$ cat config.mk
export PLATFORM = sky130hd
export DESIGN_NAME = circular_deque_core
export DESIGN_NICKNAME = d
export VERILOG_FILES = /design/src/hw/rtl/cdq_pkg.sv /design/src/hw/rtl/cdq_ram.sv /design/src/hw/rtl/circular_deque_core.sv
export SDC_FILE = /design/constraint.sdc
export NUM_CORES = 1
export LEC_CHECK = 0
export ABC_CLOCK_PERIOD_IN_PS = 4170
export BUFFER_PORTS_ARGS = -buffer_cell sky130_fd_sc_hd__buf_4
export CORE_MARGIN = 1
export CORE_UTILIZATION = 35
export CTS_BUF_LIST = sky130_fd_sc_hd__clkbuf_8
export CTS_CLUSTER_DIAMETER = 30
export DETAILED_ROUTE_END_ITERATION = 16
export GPL_TIMING_DRIVEN = 0
export PLACE_DENSITY = 0.51
export SLEW_MARGIN = 20
export SYNTH_ARGS = -nofsm -noshare
export SYNTH_HDL_FRONTEND = slang
export SYNTH_SLANG_ARGS = --single-unit
$ cat constraint.sdc
create_clock -name i_clk -period 4.17 [get_ports i_clk]
set_input_delay 0.417 -clock i_clk [delete_from_list [all_inputs] [get_ports i_clk]]
set_output_delay 0.417 -clock i_clk [all_outputs]
set_load 0.05 [all_outputs]
$ cat src/hw/rtl/cdq_pkg.sv
// Shared types and constants of the circular deque.
package cdq_pkg;

    localparam int SLOTS_DEF = 8;
    localparam int WORD_W    = 32;
    localparam int CMD_W     = 3;
    localparam int STAT_W    = 2;

    typedef enum logic [CMD_W-1:0] {
        CMD_PUSH_REAR  = 3'd0,
        CMD_PUSH_FRONT = 3'd1,
        CMD_POP_FRONT  = 3'd2,
        CMD_POP_REAR   = 3'd3,
        CMD_PEEK_FRONT = 3'd4,
        CMD_PEEK_REAR  = 3'd5
    } t_cmd;

    localparam logic [STAT_W-1:0] ST_OK        = 2'd0;
    localparam logic [STAT_W-1:0] ST_OVERFLOW  = 2'd1;
    localparam logic [STAT_W-1:0] ST_UNDERFLOW = 2'd2;

endpackage

$ cat src/hw/rtl/cdq_ram.sv
// Generic single-write, single-read RAM with a registered read port.
module cdq_ram #(
    parameter int WIDTH = cdq_pkg::WORD_W,
    parameter int DEPTH = cdq_pkg::SLOTS_DEF
) (
    input  logic                     i_clk,
    input  logic                     i_we,
    input  logic [$clog2(DEPTH)-1:0] i_waddr,
    input  logic [WIDTH-1:0]         i_wdata,
    input  logic                     i_re,
    input  logic [$clog2(DEPTH)-1:0] i_raddr,
    output logic [WIDTH-1:0]         o_rdata
);

    logic [WIDTH-1:0] r_mem [DEPTH];
    logic [WIDTH-1:0] r_rdata;

    always_ff @(posedge i_clk) begin
        if (i_we) begin
            r_mem[i_waddr] <= i_wdata;
        end
        if (i_re) begin
            r_rdata <= r_mem[i_raddr];
        end
    end

    assign o_rdata = r_rdata;

endmodule

$ cat src/hw/rtl/circular_deque_core.sv
// Top level of the circular deque: command decode, pointers and result buffering.
//
// Usage: each word on the slave stream is one command. tuser carries the
// command code (push rear, push front, pop front, pop rear, peek front, peek
// rear) and tdata the word to insert for a push. Every command returns exactly
// one word on the master stream: tdata holds the word removed or peeked (zero
// for pushes, errors and unknown codes), tuser holds the status and the empty
// and full flags as they stand after the command.
// A push, an error or an unknown code passes its result straight to the output
// register (to the skid register while the output waits); a pop or peek passes
// through the registered read port of the slot memory first. Pushes are taken
// one per cycle while s_axis_tready stays high; a pop or peek holds the decoder
// until its data returns, so no new command is taken meanwhile.
// The ring holds at most SLOTS-1 words. A push into a full ring reports
// overflow and a pop or peek of an empty ring reports underflow; neither
// changes any state.
// Reset clears both pointers, so the deque starts empty; the slot memory is
// not cleared, since no slot is read before a push has written it.
// Results pass through an output register backed by one skid register, so a
// new command is still taken while one finished result waits for the
// receiver. Once both are full, s_axis_tready drops until the receiver
// takes a word; nothing is lost or repeated while it stalls.
module circular_deque_core #(
    parameter int SLOTS = cdq_pkg::SLOTS_DEF
) (
    input  logic                        i_clk,
    input  logic                        i_rst_n,
    input  logic                        s_axis_tvalid,
    output logic                        s_axis_tready,
    // tdata: push_value[31:0]
    input  logic [cdq_pkg::WORD_W-1:0]  s_axis_tdata,
    // tuser: command[2:0]
    input  logic [cdq_pkg::CMD_W-1:0]   s_axis_tuser,
    output logic                        m_axis_tvalid,
    input  logic                        m_axis_tready,
    // tdata: read_value[31:0]
    output logic [cdq_pkg::WORD_W-1:0]  m_axis_tdata,
    // tuser: status[1:0], is_empty[2], is_full[3]
    output logic [cdq_pkg::STAT_W+1:0]  m_axis_tuser
);

    localparam int PTR_W = $clog2(SLOTS);
    localparam logic [PTR_W-1:0] PTR_LAST = PTR_W'(SLOTS - 1);
    localparam int RES_W = cdq_pkg::WORD_W + cdq_pkg::STAT_W + 2;

    typedef enum logic {
        S_IDLE,
        S_READ
    } t_state;

    t_state r_state;
    logic [PTR_W-1:0] r_front;
    logic [PTR_W-1:0] r_rear;

    // Flags and status of a read in flight, applied when the data returns.
    logic [cdq_pkg::STAT_W+1:0] r_rd_meta;

    logic             r_out_valid;
    logic [RES_W-1:0] r_out;
    logic             r_res_valid;
    logic [RES_W-1:0] r_res;

    logic [PTR_W-1:0] front_next, front_prev, rear_next, rear_prev;
    logic [PTR_W-1:0] n_front, n_rear;
    logic             cur_empty, cur_full, new_empty, new_full;
    logic [cdq_pkg::STAT_W-1:0] status;
    logic             do_write, do_read;
    logic [PTR_W-1:0] waddr, raddr;
    logic             accept, load, out_free;
    logic [RES_W-1:0] result;
    logic [cdq_pkg::WORD_W-1:0] rdata;

    assign front_next = (r_front == PTR_LAST) ? '0 : r_front + PTR_W'(1);
    assign front_prev = (r_front == '0) ? PTR_LAST : r_front - PTR_W'(1);
    assign rear_next  = (r_rear == PTR_LAST) ? '0 : r_rear + PTR_W'(1);
    assign rear_prev  = (r_rear == '0) ? PTR_LAST : r_rear - PTR_W'(1);

    assign cur_empty = (r_front == r_rear);
    assign cur_full  = (rear_next == r_front);

    // Decode one command against the current pointers.
    always_comb begin
        n_front  = r_front;
        n_rear   = r_rear;
        status   = cdq_pkg::ST_OK;
        do_write = 1'b0;
        do_read  = 1'b0;
        waddr    = rear_next;
        raddr    = r_rear;
        case (s_axis_tuser)
            cdq_pkg::CMD_PUSH_REAR: begin
                if (cur_full) begin
                    status = cdq_pkg::ST_OVERFLOW;
                end else begin
                    n_rear   = rear_next;
                    waddr    = rear_next;
                    do_write = 1'b1;
                end
            end
            cdq_pkg::CMD_PUSH_FRONT: begin
                if (cur_full) begin
                    status = cdq_pkg::ST_OVERFLOW;
                end else begin
                    n_front  = front_prev;
                    waddr    = r_front;
                    do_write = 1'b1;
                end
            end
            cdq_pkg::CMD_POP_FRONT: begin
                if (cur_empty) begin
                    status = cdq_pkg::ST_UNDERFLOW;
                end else begin
                    n_front = front_next;
                    raddr   = front_next;
                    do_read = 1'b1;
                end
            end
            cdq_pkg::CMD_POP_REAR: begin
                if (cur_empty) begin
                    status = cdq_pkg::ST_UNDERFLOW;
                end else begin
                    n_rear  = rear_prev;
                    raddr   = r_rear;
                    do_read = 1'b1;
                end
            end
            cdq_pkg::CMD_PEEK_FRONT: begin
                if (cur_empty) begin
                    status = cdq_pkg::ST_UNDERFLOW;
                end else begin
                    raddr   = front_next;
                    do_read = 1'b1;
                end
            end
            cdq_pkg::CMD_PEEK_REAR: begin
                if (cur_empty) begin
                    status = cdq_pkg::ST_UNDERFLOW;
                end else begin
                    raddr   = r_rear;
                    do_read = 1'b1;
                end
            end
            default: begin
                // Unknown codes leave everything as it is.
            end
        endcase
    end

    // Flags as they stand after the command; the steps above stay in the ring.
    assign new_empty = (n_front == n_rear);
    assign new_full  = (((n_rear == PTR_LAST) ? '0 : n_rear + PTR_W'(1)) == n_front);

    // One command in the decoder at a time, and the skid register must be free.
    assign s_axis_tready = (r_state == S_IDLE) && !r_res_valid;
    assign accept        = s_axis_tvalid && s_axis_tready;

    cdq_ram #(
        .WIDTH (cdq_pkg::WORD_W),
        .DEPTH (SLOTS)
    ) u_slots (
        .i_clk   (i_clk),
        .i_we    (accept && do_write),
        .i_waddr (waddr),
        .i_wdata (s_axis_tdata),
        .i_re    (accept && do_read),
        .i_raddr (raddr),
        .o_rdata (rdata)
    );

    // A result is produced at once for a command without a read, or when the
    // read data returns.
    assign load   = (r_state == S_READ) || (accept && !do_read);
    assign result = (r_state == S_READ)
                  ? {r_rd_meta, rdata}
                  : {new_full, new_empty, status, cdq_pkg::WORD_W'(0)};
    assign out_free = !r_out_valid || m_axis_tready;

    always_ff @(posedge i_clk) begin
        if (!i_rst_n) begin
            r_state     <= S_IDLE;
            r_front     <= '0;
            r_rear      <= '0;
            r_out_valid <= 1'b0;
            r_res_valid <= 1'b0;
        end else begin
            case (r_state)
                S_IDLE: begin
                    if (accept) begin
                        r_front   <= n_front;
                        r_rear    <= n_rear;
                        r_rd_meta <= {new_full, new_empty, status};
                        if (do_read) begin
                            r_state <= S_READ;
                        end
                    end
                end
                S_READ: begin
                    r_state <= S_IDLE;
                end
                default: begin
                    r_state <= S_IDLE;
                end
            endcase

            // Output register with a skid register behind it; the skid
            // entry always drains first to keep results in order.
            if (out_free) begin
                r_out_valid <= r_res_valid || load;
                if (r_res_valid) begin
                    r_out <= r_res;
                    if (load) begin
                        r_res <= result;
                    end else begin
                        r_res_valid <= 1'b0;
                    end
                end else if (load) begin
                    r_out <= result;
                end
            end else if (load) begin
                r_res       <= result;
                r_res_valid <= 1'b1;
            end
        end
    end

    assign m_axis_tvalid = r_out_valid;
    assign m_axis_tdata  = r_out[cdq_pkg::WORD_W-1:0];
    assign m_axis_tuser  = r_out[RES_W-1:cdq_pkg::WORD_W];

endmodule

* Word-level counts from Yosys, hierarchy flattened
Memory sizes are Yosys's and may differ from the RTL's. A register that Yosys moved wholly into a read port is not among the register bits.
Index checks and enable logic that the tools add are counted.
** Word-level totals
- Memory bits (writable) :: 256
- Memories kept :: 1
- Register bits :: 85
- Output and inout port bits :: 38
- Input port bits :: 39
- Word-level logic and storage cells :: 88
** Memory list
- u_slots.r_mem :: words 8, width 32, rd ports 1, clocked after Yosys merged registers in 1, write ports 1, line cdq_ram.sv:15 : logic [WIDTH-1:0] r_mem [DEPTH];
** Operators by class
- Reduce and logical (&&, ||, !) cells :: 23
- Equality and inequality tests :: 13
- Bitwise operators :: 1
- Muxes and demuxes :: 37
- Add/sub/neg operators :: 5
** Operators by type and width (number)
- $mux 36 :: 6
- $mux 3 :: 13
- $eq 3x3->1 const B :: 5
- $mux 1 :: 13
- $eq 3x3->1 :: 4
- $pmux 3 s2 :: 2
- $add 3x1->3 const B :: 3
- $logic_not 3->1 :: 3
- $eq 3x2->1 const B :: 2
- $reduce_and 3->1 :: 2
- $sub 3x1->3 const B :: 2
- $logic_and 1x1->1 :: 5
- $pmux 2 s2 :: 1
- $reduce_and 2->1 :: 2
- $reduce_bool 2->1 :: 2
- $reduce_or 2->1 :: 2
- $reduce_or 4->1 :: 1
- $eq 3x1->1 const B :: 1
- $logic_not 1->1 :: 3
- $logic_or 1x1->1 :: 3
- $mux 2 :: 1
- $ne 2x2->1 const B :: 1
- $pmux 1 s2 :: 1
- $not 1->1 :: 1

* Longest topological paths before layout
- Word-level depth :: 12
- Depth in mapped cells :: 13
- Depth with buffers taken out :: 11

* By module
From an unflattened synthesis, not the netlist that was laid out.
** Unflattened totals
- Cells, all modules :: 755
- Area, all modules :: 15175.8 um2
** By module, submodules not included
- cdq_ram :: area each 10786.6 um2, cells each 415, seq. area each 8648.3 um2, instances 1
- circular_deque_core :: area each 4389.2 um2, cells each 340, seq. area each 2462.4 um2, instances 1

* Worst setup path after synthesis
Ideal clock, no wire load.
- Kind :: flip-flop to flip-flop
- From :: register r_res_valid
- To :: register r_res[0], enable pin
- Cell stages (with the launch flop) :: 7
- Period minus slack after synthesis :: 4628 ps
- Arrival time :: 4147 ps
- Buffers on the path :: 1
- Setup time :: 481 ps
- Path slack :: -458 ps
- Required time :: 3689 ps
- Cell sequence :: dfxtp_1 clkbuf_1 or2_2 inv_1 and2_1 a21oi_1 nor3b_1
** On the way
- Longest elaborated chain between the ends :: 2
** Ends and longest elaborated chain
- start: declaration :: line circular_deque_core.sv:60 : logic r_res_valid;
- start signal: assignment :: line circular_deque_core.sv:184 : r_res_valid <= 1'b0;
- start signal: assignment :: line circular_deque_core.sv:214 : r_res_valid <= 1'b0;
- start signal: assignment :: line circular_deque_core.sv:221 : r_res_valid <= 1'b1;
- $ne 2x2->1 (no source line)
- $reduce_and 2->1 (no source line)
- end signal: assignment :: line circular_deque_core.sv:212 : r_res <= result;
- end signal: assignment :: line circular_deque_core.sv:220 : r_res <= result;
- end: declaration :: line circular_deque_core.sv:61 : logic [RES_W-1:0] r_res;
Every way passes these cells.
A chain may end at the register's enable or synchronous reset.

* Worst setup path in the final report
- From :: register r_rear[0]
- To :: register r_out[35] (data pin)
** On the way
- Longest elaborated chain between the ends :: 11
- Elaborated cells on any way between the ends :: 21
- Those cells by class :: add/sub: 3; eq/ne: 5; mux: 12; reduce/logical: 1
** Ends and longest elaborated chain
- start: declaration :: line circular_deque_core.sv:53 : logic [PTR_W-1:0] r_rear;
- start signal: assignment :: line circular_deque_core.sv:190 : r_rear <= n_rear;
- $add 3x1->3 / $eq 3x3->1 (equally long branches) :: line circular_deque_core.sv:75 : assign rear_next = (r_rear == PTR_LAST) ? '0 : r_rear + PTR_W'(1);
- $mux 3 :: line circular_deque_core.sv:75
- $eq 3x3->1 :: line circular_deque_core.sv:79 : assign cur_full = (rear_next == r_front);
- $mux 3 :: line circular_deque_core.sv:92 : if (cur_full) begin
- $pmux 3 s2 (*) :: line circular_deque_core.sv:90 : case (s_axis_tuser)
- net n_rear[1] :: line circular_deque_core.sv:64 : logic [PTR_W-1:0] n_front, n_rear;
- $add 3x1->3 / $eq 3x3->1 (equally long branches) :: line circular_deque_core.sv:151 : assign new_full = (((n_rear == PTR_LAST) ? '0 : n_rear + PTR_W'(1)) == n_front);
- $mux 3 (*) :: line circular_deque_core.sv:151
- $eq 3x3->1 (*) :: line circular_deque_core.sv:151
- $mux 36 (*) :: line circular_deque_core.sv:174 : ? {r_rd_meta, rdata}
- $mux 36 (*) :: line circular_deque_core.sv:216 : end else if (load) begin
- $mux 36 (*) :: line circular_deque_core.sv:209 : if (r_res_valid) begin
- end signal: assignment :: line circular_deque_core.sv:210 : r_out <= r_res;
- end signal: assignment :: line circular_deque_core.sv:217 : r_out <= result;
- end: declaration :: line circular_deque_core.sv:59 : logic [RES_W-1:0] r_out;
Mark *: on every way through the listed nets, which the timed path passes. The rest lies on a longest branch. The select of a mux whose other input is x is not followed.

==> flow_summary.json <==
{
  "global_route.usage.total_pct": 15.7,
  "number_of_antenna_violations_at_the_first_check_in_global_routing": 2,
  "postSynth.asyncResetShare_pct": 0,
  "max_freq_mhz": 267,
  "timing_max_transition_violations_final": 0,
  "syn_nets": 955,
  "post-synth-top-count-cell": "sky130_fd_sc_hd__edfxtp_1",
  "synth-edff-count": 364,
  "grt_util_met1_pct": 20.5,
  "clock-sinks": 373,
  "vias_in_the_first_global_route": 8550,
  "drt-vias-per-instance": 4.83,
  "setup_viol_count_final": 0,
  "yosys.area_share.simple_pct": 5.94,
  "first_iter_violations": 495,
  "detailed_placer_s_ending_hpwl_mm": 22.3,
  "global_route.usage.met2_pct": 25.4,
  "worst_setup_path_start_kind": "register",
  "fp.coreArea_um2": 43200,
  "hold_path.class": "in2reg",
  "grt_max_degree": 25,
  "finalCritPeriodShare_pct": 89.9,
  "share_of_the_yosys_chip_area_belonging_to_registers_pct": 72.5,
  "post_route_drc": 0,
  "synth-main-ff-cell": "sky130_fd_sc_hd__edfxtp_1",
  "post_dp_cell_area_um2": 17000,
  "count_of_filler_cells_inserted_in_the_layout": 3902,
  "cts-root-to-sink-buffers": 3,
  "clock_buffers_created_by_tritoncts": 78,
  "num_rows": 76,
  "worst_setup_hold_path_clk_slew_ns": 0.06,
  "final_worst_path_setup_slack_ns": 0.420,
  "grt.overflow.total": 0,
  "buffer_ports.inserted": 76,
  "max-vdd-ir-drop_mv": 0.178,
  "timing.max_slew.rel_slack_pct": 41.4,
  "wire_per_inst_um": 19.8,
  "period_needed_ns": 3.75,
  "die-height_um": 211,
  "layout.core_utilization_pct": 43.3,
  "fp.dieArea_um2": 44600,
  "static-leakage-power_nw": 6.47,
  "place_inst": 1582,
  "cts_tree": "yes",
  "crit_arrival_ns": 4.09,
  "muxShareOfSynthArea_pct": 9.07,
  "layout.cell_area.non_filler_um2": 18700,
  "synth-compound-area-share_pct": 8.22,
  "worst_pin_slew_ns": 0.876,
  "htree_num_levels": 3,
  "synth_top_cell_area_share_pct": 71.3,
  "post_synth_num_cell_types": 66,
  "syn_area_um2": 15300,
  "globalRoute.busiestLayer": "met2",
  "clk_latency_ns": 0.61,
  "final_nets": 1129,
  "grt_first_pass_wirelength_mm": 51.7,
  "via_count": 8334,
  "crit_type": "reg2reg",
  "gr-usage-met3_pct": 3.75,
  "insertedDiodeCount": 0,
  "ctsHoldBuffers": 4,
  "power.density_cell_area_nw_per_um2": 518,
  "post-cts-setup-buffer-count": 0,
  "yosys_register_bits": 373,
  "unrepaired_setup_endpoints_after_global_routing": "no",
  "boundaryPins": 77,
  "layout-drive-gt1-share_pct": 29.3,
  "first_pass_iters": 5,
  "syn-mean-instance-area_um2": 16.9,
  "synth-xor-area-share_pct": 1.27,
  "ys_top_cells_by_area": "sky130_fd_sc_hd__edfxtp_1, sky130_fd_sc_hd__mux2i_1, sky130_fd_sc_hd__a221oi_2",
  "synthCells": 907,
  "synth_top_family_by_area": "multiplexers",
  "floorplan.die.width_um": 211,
  "gpl.final_weighted_congestion": 0.823,
  "fin_skew_ns": 0.0175,
  "crit_path_max_fanout": 10,
  "timing_hold_violations_final": 0,
  "post_cts_resized": 0,
  "yosys-top-cells-count": "sky130_fd_sc_hd__edfxtp_1, sky130_fd_sc_hd__mux2i_1, sky130_fd_sc_hd__nand2_1, sky130_fd_sc_hd__and2_1, sky130_fd_sc_hd__mux2_2",
  "final_cells": 1725,
  "effective_utilization_at_floorplan_pct": 35.5,
  "total_wire_length_mm": 34.2,
  "setup.worst_path.end_class": "register",
  "synthDominantAreaCellType": "sky130_fd_sc_hd__edfxtp_1",
  "pre_cts_slack_ns": 0.454,
  "clk_root_buffer_cell": "sky130_fd_sc_hd__clkbuf_8",
  "critPathRequiredTime_ns": 4.51,
  "max-cap-violations": 0,
  "timing.hold.ws_ns": 0.0462,
  "ant_nets": 0,
  "synth-warning-count": 0,
  "synth_adder_area_share_pct": 0.735,
  "status": "finished, final reports clean",
  "area.growth.synth_to_final_pct": 22.1
}
[logic make-up after synthesis]
family,Yosys count
fa+ha+maj,9
mux,134
xor+xnor,16
compound gates,122
simple gates,187
flops,373
buf+inv,66
[area by class of cell]
class | instances | area (um^2) | share of cell area [%]
multi-input combinational | 468 | 3950 | 21.1
clock inverter | 61 | 558 | 2.98
buffer | 52 | 292 | 1.56
tap | 585 | 732 | 3.91
timing repair buffer | 94 | 945 | 5.05
clock buffer | 78 | 1070 | 5.74
inverter | 14 | 52.6 | 0.281
sequential | 373 | 11100 | 59.4
[power by group]
| group | internal [mW] | switching, mW | leakage (nW) | total, mW |
|---|---|---|---|---|
| clock | 2.38 | 1.60 | 0.861 | 3.98 |
| sequential | 4.29 | 0.0445 | 3.42 | 4.34 |
| combinational | 0.521 | 0.854 | 2.19 | 1.37 |
| total | 7.20 | 2.49 | 6.47 | 9.69 |
[flip-flops by register name, indices dropped and copies added (netlist names)]
name             cells
r_rd_meta            4
m_axis_tvalid        1
u_slots.o_rdata     32
u_slots.r_mem      256
r_rear               3
r_front              3
r_state              1
r_out               36
r_res_valid          1
r_res               36
[through the flow]
step | setup TNS, ns | power [mW]
after detailed placement | 0 | 5.79
after floorplan | 0 | 5.33
after global placement | -307.43 | 5.75
after global routing | 0 | 10.1
after CTS | 0 | 9.82
final | 0 | 9.69
[final timing paths]
check / slack, ns / cells past startpoint / start / endpoint
setup / recovery: 0.42 / 13 / r_rear[0] / r_out[35]
hold reg to reg: 0.54 / 1 / r_res[31] / r_out[31]
hold / removal: 0.05 / 1 / s_axis_tdata[28] / u_slots.r_mem[6][28]
setup reg to reg: 0.42 / 13 / r_rear[0] / r_out[35]
[placed cells by master, fill, tap and decap left out, drive strengths merged, types with 11 or more instances in the layout]
| master | count |
|---|---|
| edfxtp | 364 |
| mux2i | 98 |
| a221oi | 32 |
| mux2 | 36 |
| nand2 | 90 |
| and2 | 36 |
| clkinvlp | 11 |
| clkinv | 21 |
| clkbuf | 94 |
| nor2 | 19 |
| a32o | 32 |
| buf | 126 |
| inv | 33 |
[critical path: stages (launching register included)]
cell,delay [ns]
sky130_fd_sc_hd__dfxtp_1,0.52
sky130_fd_sc_hd__buf_2,0.34
sky130_fd_sc_hd__inv_1,0.16
sky130_fd_sc_hd__ha_1,0.32
sky130_fd_sc_hd__clkbuf_2,0.18
sky130_fd_sc_hd__xnor2_2,0.27
sky130_fd_sc_hd__a41oi_2,0.24
sky130_fd_sc_hd__mux2i_1,0.18
sky130_fd_sc_hd__a211oi_2,0.34
sky130_fd_sc_hd__inv_1,0.10
sky130_fd_sc_hd__ha_1,0.21
sky130_fd_sc_hd__xnor3_1,0.35
sky130_fd_sc_hd__nand3_1,0.17
sky130_fd_sc_hd__o221ai_2,0.12
[layer usage]
| metal | routed length (um) | vias to the layer above |
|---|---|---|
| met3 | 1820 | 62 |
| met4 | 747 | 4 |
| met1 | 15400 | 4119 |
| li1 | - | 3925 |
| met5 | 23 | - |
| met2 | 16200 | 224 |
No activity file was read; power rests on OpenSTA's default activity.
